File: src/hw/rtl/urc_pkg.sv
`timescale 1ns / 1ps
`default_nettype none
// ----------------------------------------------------------------------------
// urc_pkg
// Shared types and constants of the UTF-16 record cleaner.
// ----------------------------------------------------------------------------
package urc_pkg;

  localparam int DEF_MAX_RECORD_CHARS = 1024;
  localparam int DEF_JUNK_ENTRIES     = 16;

  localparam int UNIT_W   = 16;
  localparam int BYTE_W   = 8;
  localparam int TAB_W    = 11;
  localparam int JTOT_W   = 5;

  localparam logic [UNIT_W-1:0] UNIT_CR   = 16'h000D;
  localparam logic [UNIT_W-1:0] UNIT_LF   = 16'h000A;
  localparam logic [UNIT_W-1:0] UNIT_TAB  = 16'h0009;
  localparam logic [UNIT_W-1:0] UNIT_ZERO = 16'h0000;

  localparam logic [BYTE_W-1:0] BYTE_TAB   = 8'h09;
  localparam logic [BYTE_W-1:0] BYTE_LOW   = 8'h20;
  localparam logic [BYTE_W-1:0] BYTE_HIGH  = 8'h7F;
  localparam logic [BYTE_W-1:0] BYTE_SPACE = 8'h20;

  typedef enum logic {
    FUNC_UNIT = 1'b0,
    FUNC_END  = 1'b1
  } urc_func_t;

  typedef enum logic [1:0] {
    STAT_OK       = 2'd0,
    STAT_JUNK     = 2'd1,
    STAT_OVERFLOW = 2'd2,
    STAT_EOF      = 2'd3
  } urc_status_t;

  // Commands from the record control to the junk cell chain.
  typedef struct packed {
    logic clear;
    logic insert;
  } urc_chain_ctrl_t;

  // Status from the junk cell chain back to the record control.
  typedef struct packed {
    logic match;
    logic full;
  } urc_chain_stat_t;

endpackage : urc_pkg
`default_nettype wire

File: src/hw/rtl/urc_if.sv
`timescale 1ns / 1ps
`default_nettype none
// ----------------------------------------------------------------------------
// urc_in_if / urc_out_if
// Valid/ready channels of the UTF-16 record cleaner.
// ----------------------------------------------------------------------------
interface urc_in_if;
  logic        valid;
  logic        ready;
  logic        func;
  logic [15:0] code_unit;

  modport source (output valid, output func, output code_unit, input ready);
  modport sink   (input valid, input func, input code_unit, output ready);
endinterface : urc_in_if

interface urc_out_if;
  logic        valid;
  logic        ready;
  logic        char_valid;
  logic [7:0]  char_byte;
  logic        record_end;
  logic [1:0]  record_status;
  logic [10:0] tab_total;
  logic [4:0]  junk_total;

  modport source (output valid, output char_valid, output char_byte, output record_end,
                  output record_status, output tab_total, output junk_total, input ready);
  modport sink   (input valid, input char_valid, input char_byte, input record_end,
                  input record_status, input tab_total, input junk_total, output ready);
endinterface : urc_out_if
`default_nettype wire

File: src/hw/rtl/urc_junk_cell.sv
`timescale 1ns / 1ps
`default_nettype none
// ----------------------------------------------------------------------------
// urc_junk_cell
// One entry of the junk list: holds a value, compares it with the probe and
// takes its neighbor's entry when a new value is shifted in.
// ----------------------------------------------------------------------------
module urc_junk_cell (
  input  wire logic                    clk,
  input  wire logic                    rst,
  input  wire urc_pkg::urc_chain_ctrl_t ctrl,
  input  wire logic [15:0]             probe,
  input  wire logic [15:0]             prev_value,
  input  wire logic                    prev_used,
  input  wire logic                    match_in,
  output logic [15:0]                  value,
  output logic                         used,
  output logic                         match_out
);
  import urc_pkg::*;

  always_ff @(posedge clk) begin
    if (rst || ctrl.clear) begin
      used <= 1'b0;
    end else if (ctrl.insert) begin
      used <= prev_used;
    end
  end

  always_ff @(posedge clk) begin
    if (ctrl.insert) begin
      value <= prev_value;
    end
  end

  assign match_out = match_in | (used & (value == probe));

endmodule : urc_junk_cell
`default_nettype wire

File: src/hw/rtl/urc_junk_chain.sv
`timescale 1ns / 1ps
`default_nettype none
// ----------------------------------------------------------------------------
// urc_junk_chain
// Row of junk cells. New values enter at the head and push the older ones
// one cell along; the match flag ripples from head to tail.
// ----------------------------------------------------------------------------
module urc_junk_chain #(
  parameter int JUNK_ENTRIES = urc_pkg::DEF_JUNK_ENTRIES
) (
  input  wire logic                     clk,
  input  wire logic                     rst,
  input  wire urc_pkg::urc_chain_ctrl_t ctrl,
  input  wire logic [15:0]              probe,
  output urc_pkg::urc_chain_stat_t      stat
);
  import urc_pkg::*;

  logic [15:0] value [JUNK_ENTRIES];
  logic        used  [JUNK_ENTRIES];
  logic        match [JUNK_ENTRIES];

  for (genvar i = 0; i < JUNK_ENTRIES; i++) begin : g_cell
    logic [15:0] prev_value;
    logic        prev_used;
    logic        match_in;

    if (i == 0) begin : g_head
      assign prev_value = probe;
      assign prev_used  = 1'b1;
      assign match_in   = 1'b0;
    end else begin : g_body
      assign prev_value = value[i-1];
      assign prev_used  = used[i-1];
      assign match_in   = match[i-1];
    end

    urc_junk_cell u_cell (
      .clk        (clk),
      .rst        (rst),
      .ctrl       (ctrl),
      .probe      (probe),
      .prev_value (prev_value),
      .prev_used  (prev_used),
      .match_in   (match_in),
      .value      (value[i]),
      .used       (used[i]),
      .match_out  (match[i])
    );
  end

  assign stat.match = match[JUNK_ENTRIES-1];
  assign stat.full  = used[JUNK_ENTRIES-1];

endmodule : urc_junk_chain
`default_nettype wire

File: src/hw/rtl/utf16_record_cleaner_unit.sv
`timescale 1ns / 1ps
`default_nettype none
// ----------------------------------------------------------------------------
// utf16_record_cleaner_unit
// Cleans a UTF-16LE unit stream into ASCII bytes grouped into records.
// ----------------------------------------------------------------------------
// One code unit is taken per clock cycle; each transaction is settled in the
// cycle it is accepted and its result, if any, lands in the output register
// on the next edge. The junk list is a row of JUNK_ENTRIES cells compared in
// parallel against the incoming unit, so the rate stays one unit per cycle;
// the match ripple along that row sets the longest path. A new input
// transaction is accepted whenever the output register is empty or being
// drained. There is no clearing pass after reset.
module utf16_record_cleaner_unit #(
  parameter int MAX_RECORD_CHARS = urc_pkg::DEF_MAX_RECORD_CHARS,
  parameter int JUNK_ENTRIES     = urc_pkg::DEF_JUNK_ENTRIES
) (
  input wire logic clk,
  input wire logic rst,
  urc_in_if.sink   din,
  urc_out_if.source dout
);
  import urc_pkg::*;

  localparam int CW = $clog2(MAX_RECORD_CHARS + 1);
  localparam int JW = $clog2(JUNK_ENTRIES + 1);
  localparam logic [CW-1:0] MAX_COUNT = CW'(MAX_RECORD_CHARS);

  logic          cr_seen, cr_seen_next;
  logic          lf_seen, lf_seen_next;
  logic [CW-1:0] char_count, char_count_next;
  logic [CW-1:0] tab_count, tab_count_next;
  logic [JW-1:0] junk_count, junk_count_next;

  urc_chain_ctrl_t ctrl;
  urc_chain_stat_t stat;

  logic        accept;
  logic        has_result;
  logic        res_char_valid;
  logic [7:0]  res_byte;
  logic        res_end;
  urc_status_t res_status;

  logic [7:0]  lo, hi;
  logic        is_lf, is_tab, is_zero, is_cr, is_junk, keep;
  logic        cr_any, lf_any;
  logic [JW-1:0] junk_after;
  logic [CW-1:0] tab_after;

  assign din.ready = !dout.valid || dout.ready;
  assign accept    = din.valid && din.ready;

  assign lo      = din.code_unit[7:0];
  assign hi      = din.code_unit[15:8];
  assign is_lf   = (din.code_unit == UNIT_LF);
  assign is_tab  = (din.code_unit == UNIT_TAB);
  assign is_zero = (din.code_unit == UNIT_ZERO);
  assign is_cr   = (din.code_unit == UNIT_CR);
  assign is_junk = !is_lf && !is_tab && !is_zero && !is_cr &&
                   ((hi != 8'h00) || (lo < BYTE_LOW) || (lo > BYTE_HIGH));
  assign keep    = !is_zero && !is_cr;
  assign cr_any  = cr_seen || is_cr;
  assign lf_any  = lf_seen || is_lf;

  // Per-transaction decisions and next record state.
  always_comb begin
    ctrl.insert = accept && (din.func == FUNC_UNIT) && is_junk && !stat.match && !stat.full;
    junk_after  = junk_count + JW'(ctrl.insert);
    tab_after   = tab_count + CW'(lo == BYTE_TAB);

    has_result      = 1'b0;
    res_char_valid  = 1'b0;
    res_byte        = 8'h00;
    res_end         = 1'b0;
    res_status      = STAT_OK;
    ctrl.clear      = 1'b0;
    cr_seen_next    = cr_seen;
    lf_seen_next    = lf_seen;
    char_count_next = char_count;
    tab_count_next  = tab_count;
    junk_count_next = junk_count;
    if (accept) begin
      if (din.func == FUNC_END) begin
        has_result = 1'b1;
        res_end    = 1'b1;
        res_status = STAT_EOF;
        ctrl.clear = 1'b1;
      end else if (!keep) begin
        cr_seen_next = cr_any;
        if (cr_any && lf_any) begin
          has_result = 1'b1;
          res_end    = 1'b1;
          res_status = (junk_after != '0) ? STAT_JUNK : STAT_OK;
          ctrl.clear = 1'b1;
        end
      end else if (char_count >= MAX_COUNT) begin
        // The unit that would run past the limit is dropped; its junk entry
        // still counts in the reported total.
        has_result      = 1'b1;
        res_end         = 1'b1;
        res_status      = STAT_OVERFLOW;
        junk_count_next = junk_after;
        ctrl.clear      = 1'b1;
      end else begin
        has_result      = 1'b1;
        res_char_valid  = 1'b1;
        res_byte        = is_junk ? BYTE_SPACE : lo;
        lf_seen_next    = lf_any;
        tab_count_next  = tab_after;
        char_count_next = char_count + CW'(1);
        junk_count_next = junk_after;
        if (cr_any && lf_any) begin
          res_end    = 1'b1;
          res_status = (junk_after != '0) ? STAT_JUNK : STAT_OK;
          ctrl.clear = 1'b1;
        end
      end
    end
  end

  always_ff @(posedge clk) begin
    if (rst || ctrl.clear) begin
      cr_seen    <= 1'b0;
      lf_seen    <= 1'b0;
      char_count <= '0;
      tab_count  <= '0;
      junk_count <= '0;
    end else begin
      cr_seen    <= cr_seen_next;
      lf_seen    <= lf_seen_next;
      char_count <= char_count_next;
      tab_count  <= tab_count_next;
      junk_count <= junk_count_next;
    end
  end

  urc_junk_chain #(
    .JUNK_ENTRIES (JUNK_ENTRIES)
  ) u_chain (
    .clk   (clk),
    .rst   (rst),
    .ctrl  (ctrl),
    .probe (din.code_unit),
    .stat  (stat)
  );

  // Output register.
  always_ff @(posedge clk) begin
    if (rst) begin
      dout.valid <= 1'b0;
    end else if (accept && has_result) begin
      dout.valid <= 1'b1;
    end else if (dout.ready) begin
      dout.valid <= 1'b0;
    end
  end

  always_ff @(posedge clk) begin
    if (accept && has_result) begin
      dout.char_valid    <= res_char_valid;
      dout.char_byte     <= res_byte;
      dout.record_end    <= res_end;
      dout.record_status <= res_status;
      dout.tab_total     <= TAB_W'(tab_count_next);
      dout.junk_total    <= JTOT_W'(junk_count_next);
    end
  end

endmodule : utf16_record_cleaner_unit
`default_nettype wire

File: src/flat_wrapper.sv
// flat-port wrapper written by rule: the top's interface ports become plain ports
module utf16_record_cleaner_unit_flat import urc_pkg::*;
#(
  parameter int MAX_RECORD_CHARS = urc_pkg::DEF_MAX_RECORD_CHARS,
  parameter int JUNK_ENTRIES     = urc_pkg::DEF_JUNK_ENTRIES
)
  (clk, rst, din_valid, din_func, din_code_unit, din_ready, dout_valid, dout_char_valid, dout_char_byte, dout_record_end, dout_record_status, dout_tab_total, dout_junk_total, dout_ready);
  urc_in_if din_i ();
  urc_out_if dout_i ();
  input wire logic clk;
  input wire logic rst;
  input wire logic [$bits(din_i.valid)-1:0] din_valid;
  input wire logic [$bits(din_i.func)-1:0] din_func;
  input wire logic [$bits(din_i.code_unit)-1:0] din_code_unit;
  output wire logic [$bits(din_i.ready)-1:0] din_ready;
  output wire logic [$bits(dout_i.valid)-1:0] dout_valid;
  output wire logic [$bits(dout_i.char_valid)-1:0] dout_char_valid;
  output wire logic [$bits(dout_i.char_byte)-1:0] dout_char_byte;
  output wire logic [$bits(dout_i.record_end)-1:0] dout_record_end;
  output wire logic [$bits(dout_i.record_status)-1:0] dout_record_status;
  output wire logic [$bits(dout_i.tab_total)-1:0] dout_tab_total;
  output wire logic [$bits(dout_i.junk_total)-1:0] dout_junk_total;
  input wire logic [$bits(dout_i.ready)-1:0] dout_ready;
  assign din_i.valid = din_valid;
  assign din_i.func = din_func;
  assign din_i.code_unit = din_code_unit;
  assign din_ready = din_i.ready;
  assign dout_valid = dout_i.valid;
  assign dout_char_valid = dout_i.char_valid;
  assign dout_char_byte = dout_i.char_byte;
  assign dout_record_end = dout_i.record_end;
  assign dout_record_status = dout_i.record_status;
  assign dout_tab_total = dout_i.tab_total;
  assign dout_junk_total = dout_i.junk_total;
  assign dout_i.ready = dout_ready;
  utf16_record_cleaner_unit #(.MAX_RECORD_CHARS(MAX_RECORD_CHARS), .JUNK_ENTRIES(JUNK_ENTRIES)) u_core (.clk(clk), .rst(rst), .din(din_i), .dout(dout_i));
endmodule
File: config.mk
export PLATFORM = sky130hd
export DESIGN_NAME = utf16_record_cleaner_unit_flat
export DESIGN_NICKNAME = d
export VERILOG_FILES = /design/src/hw/rtl/urc_pkg.sv /design/src/hw/rtl/urc_if.sv /design/src/hw/rtl/urc_junk_cell.sv /design/src/hw/rtl/urc_junk_chain.sv /design/src/hw/rtl/utf16_record_cleaner_unit.sv /design/src/flat_wrapper.sv
export SDC_FILE = /design/constraint.sdc
export NUM_CORES = 1
export LEC_CHECK = 0
export BUFFER_PORTS_ARGS = -buffer_cell sky130_fd_sc_hd__buf_4
export CAP_MARGIN = 20
export CORE_MARGIN = 1
export CORE_UTILIZATION = 60
export DETAILED_ROUTE_END_ITERATION = 8
export PLACE_DENSITY = 0.78
export SLEW_MARGIN = 20
export SYNTH_ARGS = -nofsm -noshare
export SYNTH_HDL_FRONTEND = slang
export SYNTH_SLANG_ARGS = --single-unit
File: constraint.sdc
create_clock -name clk -period 30.7 [get_ports clk]
set_input_delay 7.675 -clock clk [delete_from_list [all_inputs] [get_ports clk]]
set_output_delay 7.675 -clock clk [all_outputs]
set_load 0.01 [all_outputs]
==> impl_metrics.tcl <==
set metrics [dict create \
    ant_nets 0 \
    antenna_found_initial 0 \
    rrSetupSlack_ps 26360 \
    cp-start-kind "input pin" \
    yosys_register_bits 314 \
    drc 0 \
    period_share_pct 51.39 \
    tns_ps 0 \
    syn_avg_cell_area_sq_um 14.94 \
    power.leakage_nw 5.146 \
    maxSlewViolCount 0 \
    ir_drop_mv 0.06086 \
    synth-edff-count 268 \
    die_h_um 150.1 \
    coreArea_sq_mm 0.02129 \
    critPathLaunch "dout_ready" \
    outcome "finished clean" \
    switching_share_pct 21.13 \
    synth_fp_nets 908 \
    hpwl_mm 16.44 \
    pwr-share-seq_pct 52.6 \
    gp_congestion 0.7750 \
    grt_util_all_layers_pct 22.71 \
    drtIter0Drc 410 \
    diodes 0 \
    place_inst 1171 \
    vias_per_cell 5.602 \
    cts_resized 0 \
    vias 6879 \
    finalWirelength_mm 24.82 \
    yosysSeqAreaShare_pct 68.13 \
    core.rowCount 53 \
    ioPinCount 51 \
    final_cells 1228 \
    start_util_pct 61.84 \
    cp-end-kind "output pin" \
    cts_tree "yes" \
    drive_gt1_share_pct 12.49 \
    ys_warn_count 0 \
    numCtsBuffers 31 \
    post_drt_wl_per_cell_um 20.21 \
    syn_to_final_growth_pct 11.78 \
    clkPwrFrac_pct 41.4 \
    cp_max_fo 4 \
    yosysUniqueCellTypes 52 \
    fin_nets 956 \
    max_freq_ghz 0.06338 \
    critPathCapture "din_ready" \
    synth-async-reset-ratio_pct 0 \
    synth_top_flop_cell "edfxtp_1" \
    p_int_mw 0.7327 \
    htree_levels 1 \
    grt_pass1_vias 6956 \
    syn_area_sq_mm 0.01316 \
    setup_viol 0 \
    min_period_ps 15780 \
    critical_path.cell_chain "buf_4 -> nand2b_1 -> buf_4" \
    cts_hold_buf 0 \
    reg2reg_depth 12 \
    reg2reg_from "u_core.dout.valid$_SDFFE_PP0P_" \
    hold_viol 0 \
    powerDensity_mw_per_mm2 63.13 \
    cpPeakStageDelay_ps 170 \
    power.switching_mw 0.1963 \
    port_buffers 50 \
    criticalPathCategory "input pin to output pin" \
    max_cap_violations 0 \
    die_w_um 150.1 \
    cts_setup_buffers 0 \
    critPathArrivalTime_ps 8100 \
    clk_pin_slew_ps 60 \
    skew_ps 14.23 \
    slew_headroom_pct 31.41 \
    die_area_sq_mm 0.02254 \
    gr-total-overflow 0 \
    clock_tree.root_cell "clkbuf_16" \
    rr_endpoint "u_core.junk_count[4]$_SDFF_PP0_" \
    worstHoldPathType "flop to flop" \
    ctsLongestPathBuffers 3 \
    crit_slowest_cell "nand2b_1" \
    cp_data_required_time_ps 23030 \
    clock_sinks 314 \
    worst_path_most_repeated_cell "buf_4" \
    clock_latency_ps 550 \
    power_frac_comb_pct 6.0 \
    grt_max_degree 153 \
    firstDrtPassIters 4 \
    grt_pass1_wl_mm 37.77 \
    synth_cells 881 \
    rsz0062_at_grt "false" \
    worst_pin_slew_ps 1029 \
]
final cells by class:
| cell class | count | area, sq um |
|---|---|---|
| inverter | 8 | 37.54 |
| timing repair buffer | 53 | 401.6 |
| fill | 1439 | 6573 |
| clock buffer | 38 | 832.0 |
| multi-input combinational | 521 | 3919 |
| sequential | 314 | 8969 |
| clock inverter | 19 | 211.5 |
| tap | 275 | 344.1 |
critical path: cells and delay by family:
| family | cells | cell delay [ps] |
|---|---|---|
| buffers and inverters | 2 | 260 |
| AND/OR/NAND/NOR | 1 | 170 |
power by group through the flow:
| stage | Clock, mW | Combinational, mW | Sequential, mW |
|---|---|---|---|
| floorplan | 0 | 0.0390 | 0.500 |
| global placement | 0 | 0.0544 | 0.497 |
| detailed placement | 0 | 0.0558 | 0.498 |
| CTS | 0.391 | 0.0564 | 0.489 |
| global route | 0.407 | 0.0602 | 0.490 |
| finish | 0.385 | 0.0554 | 0.489 |
through the flow:
step / util [%] / area [sq um] / total power, mW / setup slack [ps] / hold WS (ps)
after floorplan: - / 13160 / 0.5386 / 15160 / 437.6
after global placement: 64.20 / 13670 / 0.5513 / 14930 / 448.2
after detailed placement: 64.20 / 13670 / 0.5537 / 14920 / 454.0
after CTS: 69.11 / 14710 / 0.9366 / 14920 / 464.0
after global routing: 69.12 / 14710 / 0.9577 / 14900 / 470.0
final: 69.12 / 14710 / 0.9289 / 14920 / 466.4
state kept, by name (all words and copies together), names as in the netlist:
signal and cells:
u_core.dout.valid 1, u_core.tab_count 11, u_core.dout.record_status 2, u_core.char_count 11, u_core.dout.junk_total 5, u_core.dout.record_end 1
u_core.cr_seen 1, u_core.u_chain.g_cell.u_cell.used 16, u_core.u_chain.g_cell.u_cell.value 240, u_core.dout.tab_total 11, u_core.dout.char_byte 8, u_core.dout.char_valid 1
u_core.lf_seen 1, u_core.junk_count 5
logic make-up (layout without fill, tap and decap cells):
logic type	count (synthesis)	after routing	synth area share, %
buffers and inverters	46	118	2.120
adders and majority gates	6	6	0.5703
xor gates and xnor gates	261	261	17.37
DFF	314	314	68.13
other	1	1	0.02849
muxes	17	17	1.321
and+or+nand+nor	208	208	8.868
AOI/OAI and AO/OA	28	28	1.597
routing by layer:
layer	vias to the layer above	track usage (%)	share of wire (%)
li1	3274	-	-
met3	38	2.697	3.4
met2	139	41.37	53
met4	0	6.263	2.3
met1	3428	28.57	41
met5	-	0	0
cells in the mapped netlist (all sizes together), types with 8 or more instances:
| cell type | n | share of area, % |
|---|---|---|
| mux2i | 14 | 1.1 |
| inv | 8 | 0.23 |
| nor2 | 20 | 0.57 |
| nand2 | 52 | 1.5 |
| xor2 | 187 | 12 |
| buf | 38 | 1.9 |
| and2 | 23 | 1.1 |
| nor3 | 15 | 0.66 |
| dfxtp | 46 | 7.0 |
| edfxtp | 268 | 61 |
| nor4 | 45 | 2.2 |
| nand4 | 29 | 1.4 |
| xnor2 | 74 | 4.9 |
cells in the final DEF (no fill, tap or decap), types with 2 or more instances in the layout:
master,instances
inv_1,6
a21oi_1,6
nand2_1,52
dfxtp_1,46
clkbuf_1,4
and2_1,23
o21ai_1,2
nor3_1,14
or4_4,3
bufinv_16,5
and3_1,5
nand4_1,29
buf_4,52
xnor2_1,74
clkbuf_16,31
nand3_1,4
nor2_1,19
o21a_1,2
mux2i_1,14
clkbuf_8,3
clkinv_2,7
xor2_1,187
mux2_2,3
ha_1,6
a31oi_1,2
nor4_1,44
edfxtp_1,268
o22ai_1,5
clkinv_1,7
how the worst min path moves through the flow:
stage | start | end | slack, ps | cells past startpoint
CTS | u_core.u_chain.g_cell[8].u_cell.value[7]$_DFFE_PP_ | u_core.u_chain.g_cell[9].u_cell.value[7]$_DFFE_PP_ | 460 | 0
global placement | u_core.u_chain.g_cell[3].u_cell.value[5]$_DFFE_PP_ | u_core.u_chain.g_cell[4].u_cell.value[5]$_DFFE_PP_ | 450 | 0
detailed placement | u_core.u_chain.g_cell[7].u_cell.value[10]$_DFFE_PP_ | u_core.u_chain.g_cell[8].u_cell.value[10]$_DFFE_PP_ | 450 | 0
finish | u_core.u_chain.g_cell[5].u_cell.value[2]$_DFFE_PP_ | u_core.u_chain.g_cell[6].u_cell.value[2]$_DFFE_PP_ | 470 | 0
floorplan | u_core.u_chain.g_cell[15].u_cell.used$_SDFFE_PP0P_ | u_core.u_chain.g_cell[15].u_cell.used$_SDFFE_PP0P_ | 440 | 2
global route | u_core.u_chain.g_cell[11].u_cell.value[0]$_DFFE_PP_ | u_core.u_chain.g_cell[12].u_cell.value[0]$_DFFE_PP_ | 470 | 0
Note: power is estimated with default switching activity, not from simulation.
